$ cat config.mk
export PLATFORM = sky130hd
export DESIGN_NAME = dmpl_cfg
export DESIGN_NICKNAME = d
export VERILOG_FILES = /design/src/sv/dmpl_pkg.sv /design/src/sv/dmpl_cfg.sv
export SDC_FILE = /design/constraint.sdc
export NUM_CORES = 1
export LEC_CHECK = 0
export BUFFER_PORTS_ARGS = -buffer_cell sky130_fd_sc_hd__buf_2
export CAP_MARGIN = 15
export CORE_ASPECT_RATIO = 1.4
export CORE_MARGIN = 1.5
export CORE_UTILIZATION = 41
export DETAILED_ROUTE_END_ITERATION = 12
export PLACE_DENSITY = 0.87
export REMOVE_ABC_BUFFERS = 1
export SYNTH_ARGS = -nofsm -noshare
export SYNTH_HDL_FRONTEND = slang
export SYNTH_SLANG_ARGS = --single-unit
export TNS_END_PERCENT = 20
$ cat constraint.sdc
create_clock -name clk_i -period 2.6 [get_ports clk_i]
set_input_delay 0.26 -clock clk_i [delete_from_list [all_inputs] [get_ports clk_i]]
set_output_delay 0.26 -clock clk_i [all_outputs]
set_load 0.005 [all_outputs]
$ cat src/sv/dmpl_pkg.sv
`default_nettype none
package dmpl_pkg;

  localparam int MAX_STATES  = 256;
  localparam int MAX_LETTERS = 16;

  localparam int ST_W     = $clog2(MAX_STATES);
  localparam int LT_W     = (MAX_LETTERS > 1) ? $clog2(MAX_LETTERS) : 1;
  localparam int CNT_W    = ST_W + 1;
  localparam int TT_DEPTH = MAX_STATES * MAX_LETTERS;

  // fixed field widths
  localparam int MODE_W  = 2;
  localparam int SIDX_W  = 9;
  localparam int LET_W   = 5;
  localparam int TGT_W   = 8;
  localparam int RES_W   = 9;
  localparam int ALPHA_W = 5;
  localparam int STATE_W = 8;

  localparam int PADDR_W = 4;
  localparam int PDATA_W = 32;

  localparam logic [ALPHA_W-1:0] ALPHA_RST = ALPHA_W'(2);

  typedef enum logic [MODE_W-1:0] {
    MODE_FLAG  = 2'd0,
    MODE_TRANS = 2'd1,
    MODE_BUILD = 2'd2,
    MODE_READ  = 2'd3
  } mode_e;

  typedef enum logic [1:0] {
    REG_ALPHA   = 2'd0,
    REG_HIGHEST = 2'd1,
    REG_INITIAL = 2'd2
  } reg_e;

  typedef struct packed {
    logic [ALPHA_W-1:0] letter_cnt;
    logic [STATE_W-1:0] last_state;
    logic [STATE_W-1:0] initial_state;
  } cfg_t;

  typedef struct packed {
    logic [RES_W-1:0] target;
    logic             is_final;
    logic [RES_W-1:0] init_state;
    logic [RES_W-1:0] high_state;
    logic             built;
  } res_t;

endpackage
`default_nettype wire

$ cat src/sv/dmpl_cfg.sv
`default_nettype none
module dmpl_cfg import dmpl_pkg::*; (
  input  wire logic               clk_i,
  input  wire logic               rst_ni,
  input  wire logic               psel,
  input  wire logic               penable,
  input  wire logic               pwrite,
  input  wire logic [PADDR_W-1:0] paddr,
  input  wire logic [PDATA_W-1:0] pwdata,
  output      logic [PDATA_W-1:0] prdata,
  output      logic               pready,
  output      cfg_t               cfg_o
);

  cfg_t cfg_q, cfg_d;
  logic wr;

  assign pready = 1'b1;
  assign wr     = psel && penable && pwrite;
  assign cfg_o  = cfg_q;

  always_comb begin
    cfg_d = cfg_q;
    if (wr) begin
      unique case (reg_e'(paddr[3:2]))
        REG_ALPHA:   cfg_d.letter_cnt    = pwdata[ALPHA_W-1:0];
        REG_HIGHEST: cfg_d.last_state    = pwdata[STATE_W-1:0];
        REG_INITIAL: cfg_d.initial_state = pwdata[STATE_W-1:0];
        default:     cfg_d = cfg_q;
      endcase
    end
  end

  always_comb begin
    unique case (reg_e'(paddr[3:2]))
      REG_ALPHA:   prdata = PDATA_W'(cfg_q.letter_cnt);
      REG_HIGHEST: prdata = PDATA_W'(cfg_q.last_state);
      REG_INITIAL: prdata = PDATA_W'(cfg_q.initial_state);
      default:     prdata = '0;
    endcase
  end

  always_ff @(posedge clk_i or negedge rst_ni) begin
    if (!rst_ni) begin
      cfg_q.letter_cnt    <= ALPHA_RST;
      cfg_q.last_state    <= '0;
      cfg_q.initial_state <= '0;
    end else begin
      cfg_q <= cfg_d;
    end
  end

endmodule
`default_nettype wire

==> run summary <==
Layout
* max reg flops: 21
* layout cell share with drive strength beyond 1: 51.8%
* most common library cell in the layout ignoring fill and taps: sky130_fd_sc_hd__buf_2
* antenna fix cells: 0
* layout-stage area growth over the synthesis result: 14.8%
* most frequent cells in the layout: 43 x sky130_fd_sc_hd__buf_2, 25 x sky130_fd_sc_hd__conb_1, 21 x sky130_fd_sc_hd__mux2_2
* number of fill cells in the layout: 263
* final std cells w/o fill: 175
* final-stage net count: 181

Global routing
* initial antenna violation count: 0
* All-Layer GR Usage: 15.1%
* global-route wire length before repair: 3.38 mm
* maximum number of pins on one net before global-route repair: 22
* via count of the first global-routing pass: 734
* final global-route overflow total: 0

Power and ir drop
* power per cell area: 648 mW/mm^2
* leakage power: 0.701 nW
* worst IR drop on VDD: 0.330 mV

Floorplan
* area enclosed by the die boundary: 0.00315 mm^2
* Die Wd: 47.8 um
* y dimension of the die: 65.8 um
* number of core rows: 22
* Std-Cell Core Area: 0.00264 mm^2
* effective utilization at floorplan: 43.7%
* num ports: 95

Synth
* most area-consuming cells after synthesis: sky130_fd_sc_hd__dfrtp_1 43%, sky130_fd_sc_hd__mux2_2 20%, sky130_fd_sc_hd__buf_4 16%, sky130_fd_sc_hd__mux2i_1 4.3%, sky130_fd_sc_hd__dfstp_2 2.3%
* synthesized instance count: 96
* Netlist cell types: 16
* post-synthesis instance area: 0.00115 mm^2
* Avg Synthesized Cell Area: 12.0 um^2
* count of state elements after synthesis: 21
* post-synthesis sequential area ratio: 45.7%
* Warnings, synthesis: 0
* cell accounting for the most synthesized area: sky130_fd_sc_hd__dfrtp_1
* Yosys top cell area share: 43.4%

Critical path
* CP startpoint kind: flip-flop
* worst reg2reg path depth: 1
* endpoint kind of the worst setup timing path: primary output
* kind of critical path: reg2out
* data arrival time of the critical path: 1.20 ns
* largest fanout of any net on the critical path: 3
* setup slack on the worst flop-to-flop path: 1.81 ns
* startpoint of the worst register-to-register path: cfg_o[8]
* Required @ worst endpoint: 2.34 ns
* Critical Path Start: cfg_o[17]
* endpoint of the worst register-to-register path: cfg_o[8]

STA
* max_slew headroom: 52.0%
* minimum period implied by the final worst setup slack: 1.46 ns
* hold violation total from the final report: 0
* Tightest Pin Transition: 0.716 ns
* Min Hold Slack: 0.208 ns
* fin crit share: 56.1%
* Max Fclk: 0.686 GHz
* final slew viol count: 0
* RSZ-0062 raised after global routing: no
* final setup skew: 0 ns
* worst setup margin: 1.14 ns
* Total Negative Setup Slacks: 0 ns
* # setup viols final: 0

Route
* number of vias in the routed layout: 806
* routed wire length: 2.17 mm
* wire length per cell: 12.4 um
* number of iterations in the first detailed-routing pass: 4
* antenna-violating nets left: 0
* number of DRC violations after detailed routing: 0
* via-per-instance ratio: 4.61
* number of DRC violations after detailed-routing iteration 0: 7

Min path
* HP Start: pwdata[5]
* type of the tightest min-delay check: in2reg
* worst hold path endpoint: cfg_o[13]
* count of cells along the worst hold path: 2

Place
* estimated wirelength of the detail-placed design: 1.68 mm
* RePlAce Congestion: 0.718
* port buffer count: 43
* post-placement cell count: 170
* worst setup slack after placement: 0.950 ns

Clocking
* clock-pin slew on the worst setup and hold paths: 0.11 ns
* Inserted Clock Buffers: 3
* insertion delay of the later-clocked pin in the worst-skew pair: 0.29 ns
* clock tree from TritonCTS: done
* CTS root buffer: sky130_fd_sc_hd__clkbuf_4
* number of clock sinks: 21
* number of gates resized after cts: 0
* buffer depth of the longest clock path: 2
* post-CTS setup buffer count: 0
* maximum level of the CTS H-tree: 1
* count of hold-fix buffers inserted at cts: 1

Flow run
* Max-cap violations: 0

Run status
* result of the run: completed

==> worst max-delay path, stage by stage (launching register included) <==
cell and delay (ns):
sky130_fd_sc_hd__dfstp_2 0.55, sky130_fd_sc_hd__mux2i_1 0.06, sky130_fd_sc_hd__o21ai_0 0.15, sky130_fd_sc_hd__buf_2 0.14
==> per-stage QoR <==
step,total power [mW],util [%],cell area [um^2]
floorplan,0.579,-,1030
global placement,0.705,48.7,1290
detailed placement,0.719,48.7,1290
CTS,0.874,50.1,1320
global route,0.928,50.1,1320
finish,0.858,50.1,1320
==> how the worst max path moves through the flow <==
| stage | endpoint | slack [ns] | depth (start not counted) |
|---|---|---|---|
| final | prdata[1] | 1.14 | 3 |
| after global placement | cfg_o[18] | 0.96 | 3 |
| after global routing | prdata[1] | 1.06 | 3 |
| after floorplan | cfg_o[10] | 1.30 | 3 |
| after detailed placement | cfg_o[6] | 0.95 | 3 |
| after CTS | prdata[1] | 1.10 | 3 |
==> layer usage <==
layer | up-vias | routed length [um] | share of wire, % | global-route usage, %
li1 | 364 | - | - | -
met1 | 398 | 802 | 37 | 17.1
met2 | 42 | 1220 | 56 | 27.0
met3 | 2 | 117 | 5.4 | 1.65
met4 | 0 | 27 | 1.2 | 6.08
met5 | - | 0 | 0 | 0
==> synth_stat cells (all sizes together) <==
master and instances:
a22o 3, and2b 2, buf 27, clkbuf 1
conb 2, dfrtp 20, dfstp 1, mux2 21
mux2i 5, nand2 5, nand3 1, nor3 1
nor3b 1, o21ai 5, or3b 1
==> final cells by class <==
cell class,instances,area (um^2),share of cell area [%]
sequential,21,527,39.8
multi-input combinational,70,499,37.7
timing repair buffer,44,225,17.0
tap,36,45.0,3.40
clock buffer,3,22.5,1.70
clock inverter,1,5.00,0.378
==> cell families after synthesis <==
| group | synth area share, % |
|---|---|
| AOI/OAI and AO/OA | 4.45 |
| DFF | 45.7 |
| muxes | 24.8 |
| buffers and inverters | 18.5 |
| and+or+nand+nor | 5.86 |
| other | 0.651 |
==> where the power goes <==
group	leakage, nW	internal [mW]	switching (mW)	total [mW]
combinational	0.428	0.146	0.103	0.249
clock	0.0177	0.0572	0.0916	0.149
sequential	0.256	0.405	0.0554	0.461
total	0.701	0.608	0.250	0.858
No activity file was read; power rests on OpenSTA's default activity.
